## config.mk

```make
export PLATFORM = sky130hd
export DESIGN_NAME = gcb_rot_cell
export DESIGN_NICKNAME = d
export VERILOG_FILES = /design/src/rtl/gcb_pkg.sv /design/src/rtl/gcb_rot_cell.sv
export SDC_FILE = /design/constraint.sdc
export NUM_CORES = 1
export LEC_CHECK = 0
export BUFFER_PORTS_ARGS = -buffer_cell sky130_fd_sc_hd__buf_2
export CAP_MARGIN = 20
export CORE_MARGIN = 2
export CORE_UTILIZATION = 59
export CTS_CLUSTER_DIAMETER = 40
export CTS_CLUSTER_SIZE = 12
export DETAILED_ROUTE_END_ITERATION = 10
export PLACE_DENSITY = 0.89
export REMOVE_ABC_BUFFERS = 1
export SYNTH_ARGS = -nofsm -noshare
export SYNTH_HDL_FRONTEND = slang
export SYNTH_SLANG_ARGS = --single-unit
```

## constraint.sdc

```tcl
create_clock -name clk_i -period 2 [get_ports clk_i]
set_clock_uncertainty 0.15 [all_clocks]
set_input_delay 0.4 -clock clk_i [delete_from_list [all_inputs] [get_ports clk_i]]
set_output_delay 0.4 -clock clk_i [all_outputs]
set_load 0.02 [all_outputs]
```

## src/rtl/gcb_pkg.sv

```systemverilog
// Package: types, constants and helper functions of the bearing pipeline
`default_nettype none
package gcb_pkg;

  localparam int unsigned CORDIC_STAGES_DEF = 24;

  localparam int unsigned XW = 34;  // rotation x/y
  localparam int unsigned ZW = 34;  // rotation angle
  localparam int unsigned QW = 36;  // Q30 products
  localparam int unsigned AW = 38;  // vectoring x/y

  localparam logic signed [34:0] TURN_E7      = 35'sd3600000000;
  localparam logic [62:0]        BAM_MUL      = 63'd1281023894;
  localparam logic [62:0]        BAM_RND      = 63'd536870912;
  localparam logic signed [XW-1:0] Q_ONE      = XW'(64'sd1073741824);
  localparam logic signed [XW-1:0] CORDIC_START = XW'(64'sd652032874);
  localparam logic [31:0]        QUARTER      = 32'h4000_0000;
  localparam logic [31:0]        HALF         = 32'h8000_0000;
  localparam logic [47:0]        DEG_SCALE    = 48'd36000;
  localparam logic [47:0]        OUT_RND      = 48'd2147483648;
  localparam logic [15:0]        FULL_TURN    = 16'd36000;

  typedef struct packed {
    logic                   valid;
    logic                   zero;
    logic                   neg;
    logic signed [XW-1:0]   x;
    logic signed [XW-1:0]   y;
    logic signed [ZW-1:0]   z;
  } rot_t;

  typedef struct packed {
    logic                   valid;
    logic                   zero;
    logic signed [AW-1:0]   x;
    logic signed [AW-1:0]   y;
    logic [31:0]            z;
  } vec_t;

  function automatic logic [31:0] atan_bam(input int unsigned i);
    logic [31:0] r;
    case (i)
      0:  r = 32'h20000000;  1:  r = 32'h12E4051E;
      2:  r = 32'h09FB385B;  3:  r = 32'h051111D4;
      4:  r = 32'h028B0D43;  5:  r = 32'h0145D7E1;
      6:  r = 32'h00A2F61E;  7:  r = 32'h00517C55;
      8:  r = 32'h0028BE53;  9:  r = 32'h00145F2F;
      10: r = 32'h000A2F98;  11: r = 32'h000517CC;
      12: r = 32'h00028BE6;  13: r = 32'h000145F3;
      14: r = 32'h0000A2FA;  15: r = 32'h0000517D;
      16: r = 32'h000028BE;  17: r = 32'h0000145F;
      18: r = 32'h00000A30;  19: r = 32'h00000518;
      20: r = 32'h0000028C;  21: r = 32'h00000146;
      22: r = 32'h000000A3;  23: r = 32'h00000051;
      24: r = 32'h00000029;  25: r = 32'h00000014;
      26: r = 32'h0000000A;  27: r = 32'h00000005;
      28: r = 32'h00000003;  29: r = 32'h00000001;
      30: r = 32'h00000001;
      default: r = 32'h00000000;
    endcase
    return r;
  endfunction

  // 1e-7 degree value into [0, 3.6e9)
  function automatic logic [31:0] reduce_turn(input logic signed [34:0] x);
    logic signed [34:0] r;
    if (x >= TURN_E7) begin
      r = x - TURN_E7;
    end else if (x >= 35'sd0) begin
      r = x;
    end else if (x >= -TURN_E7) begin
      r = x + TURN_E7;
    end else begin
      r = x + TURN_E7 + TURN_E7;
    end
    return r[31:0];
  endfunction

  // binary angle into CORDIC start vector, folded into the right half plane
  function automatic rot_t rot_prep(input logic [31:0] ang, input logic valid);
    rot_t        r;
    logic [31:0] q;
    logic [31:0] a;
    q       = ang + QUARTER;
    a       = q[31] ? ang + HALF : ang;
    r.valid = valid;
    r.zero  = (ang == 32'd0);
    r.neg   = q[31];
    r.x     = CORDIC_START;
    r.y     = '0;
    r.z     = ZW'($signed(a));
    return r;
  endfunction

endpackage
`default_nettype wire

```

## src/rtl/gcb_rot_cell.sv

```systemverilog
// One rotation-mode CORDIC stage of the sine/cosine chain
`default_nettype none
module gcb_rot_cell #(
  parameter int unsigned STAGE = 0
) (
  input  wire logic         clk_i,
  input  wire logic         rst_ni,
  input  wire gcb_pkg::rot_t d_i,
  output gcb_pkg::rot_t     q_o
);

  gcb_pkg::rot_t q_q, q_d;
  logic signed [gcb_pkg::XW-1:0] dx, dy;
  logic signed [gcb_pkg::ZW-1:0] at;

  always_comb begin
    dx  = d_i.y >>> STAGE;
    dy  = d_i.x >>> STAGE;
    at  = gcb_pkg::ZW'(gcb_pkg::atan_bam(STAGE));
    q_d = d_i;
    if (d_i.z >= 0) begin
      q_d.x = d_i.x - dx;
      q_d.y = d_i.y + dy;
      q_d.z = d_i.z - at;
    end else begin
      q_d.x = d_i.x + dx;
      q_d.y = d_i.y - dy;
      q_d.z = d_i.z + at;
    end
  end

  always_ff @(posedge clk_i or negedge rst_ni) begin
    if (!rst_ni) begin
      q_q <= '0;
    end else begin
      q_q <= q_d;
    end
  end

  assign q_o = q_q;

endmodule
`default_nettype wire

```

==> run metrics, run 1 <==
average cell area after synthesis=8.48 sq um; H-tree level count=3; number of port buffers=211; gpl congestion=1.08; leading area contributor after synthesis=sky130_fd_sc_hd__dfrtp_1; number of enable-type register cells in the synthesized netlist=0; number of storage elements in the synthesis netlist=104; clock buffer count from CTS=9; initial cell density of the core=60.1%; Err=[ERROR DPL-0038] Utilization greater than 100%, impossible to legalize; cell area after synthesis=8660 sq um; Root Buffer Master=sky130_fd_sc_hd__clkbuf_16; part of the Yosys area used for sequential elements=30.0%; site row count=44; YS warnings=0; share of synthesized flip-flops with an asynchronous set or reset=100%; overall die height=125 um; outcome=aborted with a tool error; stage reached=clock tree synthesis (4_1_cts); Die Width=125 um; hold_buf cts=6; top cell type's share of synthesized area=30.0%; deepest clock path buffer count=2; cell area after placement=12400 sq um; cells after synthesis=1022; Final HPWL DP=29400 um; Cell variety after synth=74; top post-synthesis cells by area=sky130_fd_sc_hd__dfrtp_1 (30%), sky130_fd_sc_hd__ha_1 (15%), sky130_fd_sc_hd__a21oi_1 (7.3%); I/O pin total=212; Resize count post-CTS=335; Post CTS Setup Buffer Count=46; dominant register cell in the synthesized netlist=sky130_fd_sc_hd__dfrtp_1; total number of clock tree sinks=104
## metrics by stage
step	cells	worst slack (ns)
floorplan	981	-4.98
global placement	1717	-1.05
detailed placement	1717	-1.30
## Yosys cell counts (all sizes together) (12+ instances only)
| cell | instances |
|---|---|
| a21oi | 131 |
| dfrtp | 104 |
| ha | 104 |
| inv | 102 |
| nor2 | 77 |
| o21ai | 62 |
| xnor2 | 57 |
| nand2 | 53 |
| nor3 | 25 |
| clkbuf | 23 |
| a21o | 21 |
| a211oi | 19 |
| o21bai | 19 |
| buf | 18 |
| nand2b | 15 |
| nor2b | 15 |
| nand3 | 13 |
| nor4 | 13 |
| o21a | 12 |
## kinds of logic after synthesis
logic type,Yosys count,share of synthesized area (%)
flops,104,30.0
mux,6,0.693
fa+ha+maj,108,15.9
buf+inv,145,6.72
simple gates,257,14.7
xor+xnor,68,6.88
compound gates,334,25.1
==> inputs of run 2 (changes only) <==
CORE_UTILIZATION = 40   (was 59)
CTS_CLUSTER_DIAMETER = default   (was 40)
CTS_CLUSTER_SIZE = default   (was 12)
PLACE_DENSITY = default   (was 0.89)
PLACE_DENSITY_LB_ADDON = 0.15   (was default)
==> run 2 against run 1 <==
Against the previous run: the flow now finishes, with violations (negative setup slack); synthesized area unchanged; synthesized cell count unchanged.
==> run metrics, run 2 <==
maximum number of pins on one net before global-route repair=37; fraction of power spent switching nets=40.4%; most frequent standard cell in the layout excluding fill and tap cells=sky130_fd_sc_hd__buf_4; Pint=5.69 mW; post-route cell area=15900 sq um; DRC viols=0; routed length per placed instance=19.5 um; total routed wirelength=37500 um; required time reported for the critical path endpoint=2.15 ns; max-slew violation count=0; top library cells by usage in the layout, fill and taps aside=sky130_fd_sc_hd__buf_4 (370), sky130_fd_sc_hd__buf_2 (194), sky130_fd_sc_hd__dfrtp_1 (104), sky130_fd_sc_hd__inv_1 (76), sky130_fd_sc_hd__ha_1 (73); share of synthesized flip-flops with an asynchronous set or reset=100%; critical path class=in -> reg; Root Buffer Master=sky130_fd_sc_hd__clkbuf_16; violated checks=negative setup slack; clk slew on worst S/H paths=0.10 ns; I/O pin total=212; wire length of the first global-routing pass=53500 um; Max-Cap Viols=0; Switch Pwr=3.86 mW; initial antenna violation count=2; static leakage=7.53 nW; startpoint type of the worst setup path=primary input; Hold Violations, Final=0; category of the worst setup path capture point=flip-flop; achievable clock frequency=379 MHz; clock network fraction of design power=19.9%; top post-synthesis cells by area=sky130_fd_sc_hd__dfrtp_1 (30%), sky130_fd_sc_hd__ha_1 (15%), sky130_fd_sc_hd__a21oi_1 (7.3%); full die area=22800 sq um; Cell variety after synth=74; site row count=53; power density over the cells=601 nW/um^2; maximum vdd ir drop=0.605 mV; part of the Yosys area used for sequential elements=30.0%; total number of clock tree sinks=104; pin slew with the least headroom to its limit=0.741 ns; H-tree level count=3; outcome=finished, violations left; top cell types by occurrence after synthesis=sky130_fd_sc_hd__a21oi_1 (127), sky130_fd_sc_hd__dfrtp_1 (104), sky130_fd_sc_hd__ha_1 (104); antenna viol nets, final=0; minimum hold slack=0.0108 ns; initial cell density of the core=40.9%; fraction of final layout cells sized beyond drive strength 1=58.7%; Layout Nets=1854; worst path setup slack after routing=-0.642 ns; number of storage elements in the synthesis netlist=104; relative contribution of sequential cells to total power=26.9%; top cell type's share of synthesized area=30.0%; cell area after placement=12600 sq um; max reg flops=104; layout filler cell count=1490; gpl congestion=0.952; cell area after synthesis=8660 sq um; Relative slew margins=50.1%; number of port buffers=211; deepest clock path buffer count=2; overall die height=151 um; Critical Path AT=2.80 ns; most frequent cell after synthesis=sky130_fd_sc_hd__a21oi_1; Floorplan Core Area=21200 sq um; Vias per Instance=5.39; via count of the first global-routing pass=10.2k; average cell area after synthesis=8.48 sq um; YS warnings=0; number of enable-type register cells in the synthesized netlist=0; CTS tree=built; worst min path class=in -> reg; clock buffer count from CTS=9; shortest clock period the worst path allows after layout=2.64 ns; Fin Setup TNS=-22.47 ns; cells after synthesis=1022; Area growth syn-to-layout=83.3%; share of the cycle needed by the critical path after routing=132%; first drt pass iteration count=5; combinational fraction of design power=53.3%; Final HPWL DP=25800 um; setup repair after global routing missed its margin=yes; final setup violating endpoints=66; Global Route Usage Sum=30.6%; Die Width=151 um; number of design-rule violations left by the first detailed-router iteration=730; top fanout value on the critical path=3; dominant register cell in the synthesized netlist=sky130_fd_sc_hd__dfrtp_1; total gr overflow=0; leading area contributor after synthesis=sky130_fd_sc_hd__dfrtp_1; Vias=10.4k
[run 2: cell counts after synthesis]
No cell type changed its count.
[run 2: cell families (layout without fill, tap and decap cells)]
| group | after synthesis | after routing | share of synthesized area (%) |
|---|---|---|---|
| other | 0 | 2 | 0 |
| xor gates and xnor gates | 68 | 68 | 6.88 |
| AOI/OAI and AO/OA | 334 | 334 | 25.1 |
| DFF | 104 | 104 | 30.0 |
| adders and majority gates | 108 | 108 | 15.9 |
| buffers and inverters | 145 | 767 | 6.72 |
| and+or+nand+nor | 257 | 257 | 14.7 |
| muxes | 6 | 6 | 0.693 |
[run 2: through the flow]
step                      utilization, %  std cells  setup slack (ns)  total power, mW
after CTS                           71.1       1898            -0.604             9.09
final                               75.1       1921            -0.642             9.54
after detailed placement            59.5       1817             -1.25             6.43
after global routing                75.1       1921            -0.751             9.96
after floorplan                        -        981             -4.98             4.53
after global placement              59.5       1817             -1.20             6.40
[run 2: cell type report]
cell class | instances | area (sq um) | share of cell area [%]
Antenna cell | 2 | 5.00 | 0.0315
Clock inverter | 7 | 70.1 | 0.441
Tap cell | 275 | 344 | 2.17
Timing Repair Buffer | 647 | 4900 | 30.9
Clock buffer | 9 | 225 | 1.42
Sequential cell | 104 | 2600 | 16.4
Inverter | 104 | 430 | 2.71
Multi-Input combinational cell | 773 | 7300 | 46.0
[run 2: final timing paths]
check                      startpoint  cells after the start                 to
worst max-delay path          d_i[68]                     14  q_o[98]$_DFF_PN0_
worst min-delay path          d_i[28]                      1  q_o[28]$_DFF_PN0_
max in group asynchronous      rst_ni                      3  q_o[64]$_DFF_PN0_
min in group asynchronous      rst_ni                      2  q_o[70]$_DFF_PN0_
[run 2: worst max-delay path: stages]
cell and delay (ns):
sky130_fd_sc_hd__buf_8 0.09, sky130_fd_sc_hd__inv_4 0.03, sky130_fd_sc_hd__ha_4 0.15, sky130_fd_sc_hd__fa_2 0.38
sky130_fd_sc_hd__nor2b_4 0.16, sky130_fd_sc_hd__o31a_1 0.21, sky130_fd_sc_hd__o21ai_2 0.11, sky130_fd_sc_hd__a21oi_2 0.20
sky130_fd_sc_hd__nor4_2 0.07, sky130_fd_sc_hd__o31ai_1 0.26, sky130_fd_sc_hd__buf_4 0.19, sky130_fd_sc_hd__nand4_1 0.18
sky130_fd_sc_hd__a21oi_2 0.23, sky130_fd_sc_hd__xnor2_1 0.13
[run 2: repair_timing]
action / 4_1_cts / 5_1_grt
buffers inserted: 65 / 27
hold endpoints to repair: 42 / 0
gates resized for setup: 368 / 143
hold buffers: 9 / 0
cloned: 5 / 0
pin swaps: 171 / 100
endpoints found under the setup margin: 70 / 70
[run 2: per-layer routing]
| layer | routed length [um] | vias up | GRT usage, % |
|---|---|---|---|
| met5 | 0 | - | 0 |
| met4 | 1500 | 0 | 13.0 |
| met3 | 2500 | 107 | 5.15 |
| met2 | 18600 | 479 | 53.6 |
| met1 | 14900 | 4958 | 37.0 |
| li1 | - | 4816 | - |
[run 2: power by group through the flow]
stage          logic [mW]  clock network (mW)  registers [mW]
6_report             5.08                1.89            2.56
4_1_cts              4.61                1.91            2.57
5_1_grt              5.37                2.00            2.59
3_5_place_dp         3.83                   0            2.60
2_1_floorplan        1.46                   0            3.07
3_3_place_gp         3.80                   0            2.60
Power figures use the tool's default switching activity.
