### src/rtl/gcb_pkg.sv
// Package: types, constants and helper functions of the bearing pipeline
`default_nettype none
package gcb_pkg;

  localparam int unsigned CORDIC_STAGES_DEF = 24;

  localparam int unsigned XW = 34;  // rotation x/y
  localparam int unsigned ZW = 34;  // rotation angle
  localparam int unsigned QW = 36;  // Q30 products
  localparam int unsigned AW = 38;  // vectoring x/y

  localparam logic signed [34:0] TURN_E7      = 35'sd3600000000;
  localparam logic [62:0]        BAM_MUL      = 63'd1281023894;
  localparam logic [62:0]        BAM_RND      = 63'd536870912;
  localparam logic signed [XW-1:0] Q_ONE      = XW'(64'sd1073741824);
  localparam logic signed [XW-1:0] CORDIC_START = XW'(64'sd652032874);
  localparam logic [31:0]        QUARTER      = 32'h4000_0000;
  localparam logic [31:0]        HALF         = 32'h8000_0000;
  localparam logic [47:0]        DEG_SCALE    = 48'd36000;
  localparam logic [47:0]        OUT_RND      = 48'd2147483648;
  localparam logic [15:0]        FULL_TURN    = 16'd36000;

  typedef struct packed {
    logic                   valid;
    logic                   zero;
    logic                   neg;
    logic signed [XW-1:0]   x;
    logic signed [XW-1:0]   y;
    logic signed [ZW-1:0]   z;
  } rot_t;

  typedef struct packed {
    logic                   valid;
    logic                   zero;
    logic signed [AW-1:0]   x;
    logic signed [AW-1:0]   y;
    logic [31:0]            z;
  } vec_t;

  function automatic logic [31:0] atan_bam(input int unsigned i);
    logic [31:0] r;
    case (i)
      0:  r = 32'h20000000;  1:  r = 32'h12E4051E;
      2:  r = 32'h09FB385B;  3:  r = 32'h051111D4;
      4:  r = 32'h028B0D43;  5:  r = 32'h0145D7E1;
      6:  r = 32'h00A2F61E;  7:  r = 32'h00517C55;
      8:  r = 32'h0028BE53;  9:  r = 32'h00145F2F;
      10: r = 32'h000A2F98;  11: r = 32'h000517CC;
      12: r = 32'h00028BE6;  13: r = 32'h000145F3;
      14: r = 32'h0000A2FA;  15: r = 32'h0000517D;
      16: r = 32'h000028BE;  17: r = 32'h0000145F;
      18: r = 32'h00000A30;  19: r = 32'h00000518;
      20: r = 32'h0000028C;  21: r = 32'h00000146;
      22: r = 32'h000000A3;  23: r = 32'h00000051;
      24: r = 32'h00000029;  25: r = 32'h00000014;
      26: r = 32'h0000000A;  27: r = 32'h00000005;
      28: r = 32'h00000003;  29: r = 32'h00000001;
      30: r = 32'h00000001;
      default: r = 32'h00000000;
    endcase
    return r;
  endfunction

  // 1e-7 degree value into [0, 3.6e9)
  function automatic logic [31:0] reduce_turn(input logic signed [34:0] x);
    logic signed [34:0] r;
    if (x >= TURN_E7) begin
      r = x - TURN_E7;
    end else if (x >= 35'sd0) begin
      r = x;
    end else if (x >= -TURN_E7) begin
      r = x + TURN_E7;
    end else begin
      r = x + TURN_E7 + TURN_E7;
    end
    return r[31:0];
  endfunction

  // binary angle into CORDIC start vector, folded into the right half plane
  function automatic rot_t rot_prep(input logic [31:0] ang, input logic valid);
    rot_t        r;
    logic [31:0] q;
    logic [31:0] a;
    q       = ang + QUARTER;
    a       = q[31] ? ang + HALF : ang;
    r.valid = valid;
    r.zero  = (ang == 32'd0);
    r.neg   = q[31];
    r.x     = CORDIC_START;
    r.y     = '0;
    r.z     = ZW'($signed(a));
    return r;
  endfunction

endpackage
`default_nettype wire

### src/rtl/gcb_vec_cell.sv
// One vectoring-mode CORDIC stage of the atan2 chain
`default_nettype none
module gcb_vec_cell #(
  parameter int unsigned STAGE = 0
) (
  input  wire logic          clk_i,
  input  wire logic          rst_ni,
  input  wire gcb_pkg::vec_t d_i,
  output gcb_pkg::vec_t      q_o
);

  gcb_pkg::vec_t q_q, q_d;
  logic signed [gcb_pkg::AW-1:0] dx, dy;
  logic [31:0] at;

  always_comb begin
    dx  = d_i.y >>> STAGE;
    dy  = d_i.x >>> STAGE;
    at  = gcb_pkg::atan_bam(STAGE);
    q_d = d_i;
    if (d_i.y > 0) begin
      q_d.x = d_i.x + dx;
      q_d.y = d_i.y - dy;
      q_d.z = d_i.z + at;
    end else begin
      q_d.x = d_i.x - dx;
      q_d.y = d_i.y + dy;
      q_d.z = d_i.z - at;
    end
  end

  always_ff @(posedge clk_i or negedge rst_ni) begin
    if (!rst_ni) begin
      q_q <= '0;
    end else begin
      q_q <= q_d;
    end
  end

  assign q_o = q_q;

endmodule
`default_nettype wire

### config.mk
export PLATFORM = sky130hd
export DESIGN_NAME = gcb_vec_cell
export DESIGN_NICKNAME = d
export VERILOG_FILES = /design/src/rtl/gcb_pkg.sv /design/src/rtl/gcb_vec_cell.sv
export SDC_FILE = /design/constraint.sdc
export NUM_CORES = 1
export LEC_CHECK = 0
export ABC_AREA = 1
export BUFFER_PORTS_ARGS = -buffer_cell sky130_fd_sc_hd__buf_2
export CAP_MARGIN = 20
export CORE_MARGIN = 4
export CORE_UTILIZATION = 62
export CTS_CLUSTER_SIZE = 25
export DETAILED_ROUTE_END_ITERATION = 12
export GPL_ROUTABILITY_DRIVEN = 0
export PLACE_DENSITY = 0.88
export SLEW_MARGIN = 15
export SYNTH_ARGS = -nofsm -noshare
export SYNTH_HDL_FRONTEND = slang
export SYNTH_SLANG_ARGS = --single-unit
### constraint.sdc
create_clock -name clk_i -period 1.2 [get_ports clk_i]
set_input_delay 0.24 -clock clk_i [delete_from_list [all_inputs] [get_ports clk_i]]
set_output_delay 0.24 -clock clk_i [all_outputs]
set_load 0.1 [all_outputs]
==> results of run 1 <==
[logic make-up after synthesis]
kind of cell	after synthesis	share of synthesized area (%)
buffers and inverters	377	13.0
AND/OR/NAND/NOR	1035	36.2
XOR/XNOR	40	2.99
adder cells (fa/ha/maj)	124	13.5
flip-flops	109	23.2
AO/OA/AOI/OAI	239	11.1
[stage by stage]
stage / cells / instance area [um2] / hold slack [ns]
3_3_place_gp: 2612 / 18300 / 0.115
2_1_floorplan: 1924 / 13500 / -0.0556
[Yosys cell counts, drive strengths merged (4+ instances only)]
cell and n:
a21oi 121, nand3 180, nor2 163, inv 330
fa 4, or2 5, buf 40, o21bai 28
nand2 650, ha 120, nand4 15, o21ai 83
nor4 4, and2 8, clkbuf 7, dfrtp 109
nor3 8, xor2 39
==> results by stage, run 1 <==
Outcome:
- The tool reported: "[ERROR DPL-0033] detailed placement checks failed during check placement".
- The flow halted during detailed placement (3_5_place_dp).
- The flow did not finish.

Synth:
- Among all flip-flop cells after synthesis, the most frequent one is sky130_fd_sc_hd__dfrtp_1.
- By area the synthesized netlist is led by sky130_fd_sc_hd__dfrtp_1 (23%), sky130_fd_sc_hd__nand2_1 (21%), sky130_fd_sc_hd__ha_1 (13%), sky130_fd_sc_hd__inv_1 (10%), sky130_fd_sc_hd__nand3_1 (7.6%).
- Synthesis inferred 109 register bits.
- When the netlist entered floorplanning its net count stood at 2160.
- For this run, asynchronously set or reset flops after synthesis account for 100%.
- The synthesized netlist occupies a cell area of 11700 um2.
- The count of yosys warnings during synthesis is 0.
- The number of synthesized flops with an enable pin is 0.
- The average size of a mapped cell is 6.10 um2.
- Counting distinct cell types in the post-synthesis netlist gives 37.
- The post-synthesis cell type with the largest combined area is sky130_fd_sc_hd__dfrtp_1.
- After synthesis, flip-flops and latches occupy 23.2% of the total area.
- The top-area cell type share of the netlist area is 23.2%.
- In the synthesized netlist, the number of instances is 1924.

Floorplanning:
- The horizontal die dimension is 146 um.
- The row count is 50.
- The die is 146 um tall.
- 222 I/O pins were placed.
- For this configuration, the core starts out at a cell density of 62.9%.

Placement:
- Port buffering added 221 buffers.
- The sum of net half-perimeters after detailed placement is 52900 um.
==> run 2, diff against run 1 <==
--- a/config.mk
+++ b/config.mk
@@ -9,11 +9,10 @@
 export BUFFER_PORTS_ARGS = -buffer_cell sky130_fd_sc_hd__buf_2
 export CAP_MARGIN = 20
 export CORE_MARGIN = 4
-export CORE_UTILIZATION = 62
-export CTS_CLUSTER_SIZE = 25
+export CORE_UTILIZATION = 40
 export DETAILED_ROUTE_END_ITERATION = 12
 export GPL_ROUTABILITY_DRIVEN = 0
-export PLACE_DENSITY = 0.88
+export PLACE_DENSITY_LB_ADDON = 0.15
 export SLEW_MARGIN = 15
 export SYNTH_ARGS = -nofsm -noshare
 export SYNTH_HDL_FRONTEND = slang
==> run 2 against run 1 <==
  * The flow now finishes, with violations (negative setup slack)
  * Area after synthesis unchanged
  * Synthesized cell count unchanged
==> results by stage, run 2 <==
Floorplanning:
- The horizontal die dimension is 179 um (+23%).
- The row count came to 62 (+24%).
- The count of boundary I/O pins is 222 (unchanged).
- The starting density of the core was 40.7% (-22 points).
- The die extent in y was 179 um (+23%).
- The die area is 32100 um2.
- The placeable core region is 28900 um2.

Setup path:
- The number of buffers and inverters on the critical path is 3.
- Tracing the worst setup path back leads to its startpoint at d_i[45].
- The critical path launch point type is an input port.
- The endpoint arrival time on the critical path is 2.10 ns.
- The critical path is of the in -> reg type.
- The category of the worst setup path capture point is a flip-flop.
- The cell class contributing the biggest share of worst-path delay is simple AND/OR/NAND/NOR gates.
- At the worst endpoint, the required time is 1.44 ns.
- The largest fanout of any net on the critical path is 6.
- The largest single stage delay on the critical path is 0.27 ns.
- Walking the worst path, the cells encountered are buf_2, inv_2, ha_4, buf_4, nor2_4, nand2_1, nor2_1, nor2_1, nand2_2, nand2_1, nand2_1, nand2_1, nand3_1, nand2_2.
- By instance count, the cell type seen most on the critical path is sky130_fd_sc_hd__nand2_1.
- The slowest stage of the critical path is the sky130_fd_sc_hd__ha_4 cell.

Synth:
- The summed instance area of the synthesized netlist came to 11700 um2 (unchanged).
- Sorting the synthesized cells by how often they occur yields sky130_fd_sc_hd__nand2_1 (649), sky130_fd_sc_hd__inv_1 (327), sky130_fd_sc_hd__nand3_1 (179).
- The number of distinct library cell variants in the gate-level netlist after synthesis is 37 (unchanged).
- The post-synthesis sequential element count was 109 (unchanged).
- The average size of a mapped cell is 6.10 um2 (unchanged).
- The sequential-to-total area share from yosys stat is 23.2% (unchanged).
- Yosys instantiated no cell more often than sky130_fd_sc_hd__nand2_1.
- The count of yosys warnings during synthesis is 0 (unchanged).
- The top-area cell type share of the netlist area was 23.2% (unchanged).
- Ranked by total cell area, the synthesized netlist is headed by sky130_fd_sc_hd__dfrtp_1 (23%), sky130_fd_sc_hd__nand2_1 (21%), sky130_fd_sc_hd__ha_1 (13%), sky130_fd_sc_hd__inv_1 (10%), sky130_fd_sc_hd__nand3_1 (7.6%).
- The most used flip-flop cell after synthesis is sky130_fd_sc_hd__dfrtp_1.
- Of all cell types, the one taking the most synthesized area is sky130_fd_sc_hd__dfrtp_1.
- The instance count of the mapped netlist was 1924 (unchanged).
- The proportion of synthesized flip-flops having asynchronous set or reset came to 100% (unchanged).
- The synthesized netlist net count is 2160 (unchanged).
- The number of synthesized flops with an enable pin came to 0 (unchanged).

Clock tree:
- The clock tree from TritonCTS is yes.
- The clock drives 109 sinks.
- Clock-pin slew was measured on the worst setup and hold paths at 0.08 ns.
- The number of buffers created by CTS is 9.
- Counting along the longest clock path gives a buffer depth of 2.
- Clock tree synthesis selected as its root buffer the cell sky130_fd_sc_hd__clkbuf_16.
- CTS built an H-tree with a depth of 3.

Min path:
- In this run the worst hold path is classified as in -> reg.
- The launch instance of the worst min-delay path is d_i[29].

GRT:
- The global-route wire length before repair is 81100 um.
- The largest net degree at the start of global routing is 36.
- The total track usage is 32.5%.
- The number of antenna violations at the first check in global routing came to 0.
- The total overflow reported by the global router is 0.
- The number of global-route vias before repair is 15700.

Power and ir drop:
- The clock power share is 13.2%.
- Summed over all nets, the switching power comes to 12.1 mW.
- The total power per unit cell area is 1050 nW/um2.
- Net switching is 50.6% of the power.
- The maximum vdd drop is 0.754 mV.
- The sequential group share of total power is 19.7%.
- The leakage power of the design is 11.4 nW.
- Summing internal, switching and leakage power gives 23.9 mW.
- In this run, the combinational gates consume 67.1% of the power.
- The internal power component is 11.8 mW.

STA:
- At the pin with the least slew margin, the transition time is 0.497 ns.
- The worst setup slack after layout is -0.658 ns.
- The number of endpoints failing setup at the final stage is 109.
- The shortest period the worst path allows is 1.86 ns.
- Setup repair after global routing could not meet its margin everywhere.
- The worst pin sits at a relative slew slack of 66.5%.
- The hold violation total from the final report came to 0.
- The number of max-slew violations in the final report was 0.
- The sum of negative setup slack is -38.93 ns.
- For this run, the top clock speed supported by timing is 0.538 GHz.
- The final worst-path cycle share is 155%.

Placement:
- The sum of net half-perimeters after detailed placement is 40300 um (-24%).
- The quantity of I/O buffers inserted on ports came to 221 (unchanged).
- The worst setup slack before clock tree synthesis is -1.20 ns.
- The instance area after placement is 18500 um2.

Final layout:
- The library cell used most frequently in the layout, excluding fill and tap cells, is sky130_fd_sc_hd__nand2_1.
- The relative area change from synthesis to final layout is 93.2%.
- The number of antenna diodes in the final layout is 0.
- The filler cells instantiated in the layout total 1722.
- The fraction of final layout cells sized beyond drive strength 1 is 51.6%.
- Leaving out fill and tap cells, the most frequent cells in the layout are sky130_fd_sc_hd__nand2_1 (448), sky130_fd_sc_hd__buf_4 (330), sky130_fd_sc_hd__inv_1 (230).
- The layout net count is 2774.
- With fillers left out, the area of the finished cells amounts to 22700 um2.
- The register with the most flip-flops in the layout has 109 of them.

Route:
- The total wire length is 59500 um.
- The detailed-route vias per instance is 5.63.
- In the final routed layout, each cell accounts on average for 20.3 um.
- In the routed design, unresolved DRC markers number 0.
- The pre-antenna-repair detailed-routing pass consisted of 7 iterations.
- Detailed routing inserted a total of 16500 vias.
- The initial DRC count is 2097.
- Once detail routing completed, the nets flagged for antenna violations numbered 0.

Outcome:
- The flow ran to the end, but the final reports show violations.
- The checks that failed: negative setup slack.

Run:
- The tool flagged a number of max-cap violations equal to 0.
## run 2: worst paths after layout
kind	depth (start not counted)	slack [ns]	end
max	14	-0.66	q_o[93]
min	2	0.06	q_o[29]
max in group asynchronous	3	0.43	q_o[90]
min in group asynchronous	2	0.27	q_o[39]
## run 2: repair_timing
item                       CTS  global route
buffers inserted            60            45
gates resized for setup    447           228
setup endpoints to repair  103           146
pin swaps                  196           123
cloned                       9             0
hold buffers                32             0
hold endpoints to repair    41             0
## run 2: layout make-up
type                    count  area [um2]  area share [%]
repair buffers            650        6960            30.7
well taps                 384         480            2.12
flip-flops and latches    109        2730            12.1
multi-input cells        1438       10800            47.5
clock buffers               9         225           0.994
inverters                 330        1430            6.33
clock inverters             7        68.8           0.304
## run 2: cells by family after synthesis
group                    synth area share [%]
AND/OR/NAND/NOR                          36.2
buffers and inverters                    13.0
AO/OA/AOI/OAI                            11.1
adder cells (fa/ha/maj)                  13.5
flip-flops                               23.2
XOR/XNOR                                 2.99
## run 2: stage by stage
stage | std cells | utilization [%] | hold WS (ns)
after floorplan | 1924 | - | -0.0556
after global placement | 2766 | 64.0 | 0.122
after detailed placement | 2766 | 64.0 | 0.123
after CTS | 2883 | 74.1 | 0.0541
after global routing | 2927 | 78.5 | 0.0690
final | 2927 | 78.5 | 0.0565
## run 2: metal layers
metal	part of all wire [%]	vias up	global-route usage, %
met1	35	7511	40.6
li1	-	7226	-
met2	44	1291	52.4
met4	8.3	0	17.9
met5	0	-	0
met3	13	462	6.90
## run 2: power by group through the flow
stage | Combinational (mW) | Sequential (mW) | Clock, mW
floorplan | 4.36 | 8.27 | 0
global placement | 13.1 | 4.77 | 0
detailed placement | 13.2 | 4.77 | 0
CTS | 14.7 | 4.71 | 3.11
global route | 16.5 | 4.75 | 3.31
finish | 16.0 | 4.71 | 3.15
No activity file was read; power rests on OpenSTA's default activity.
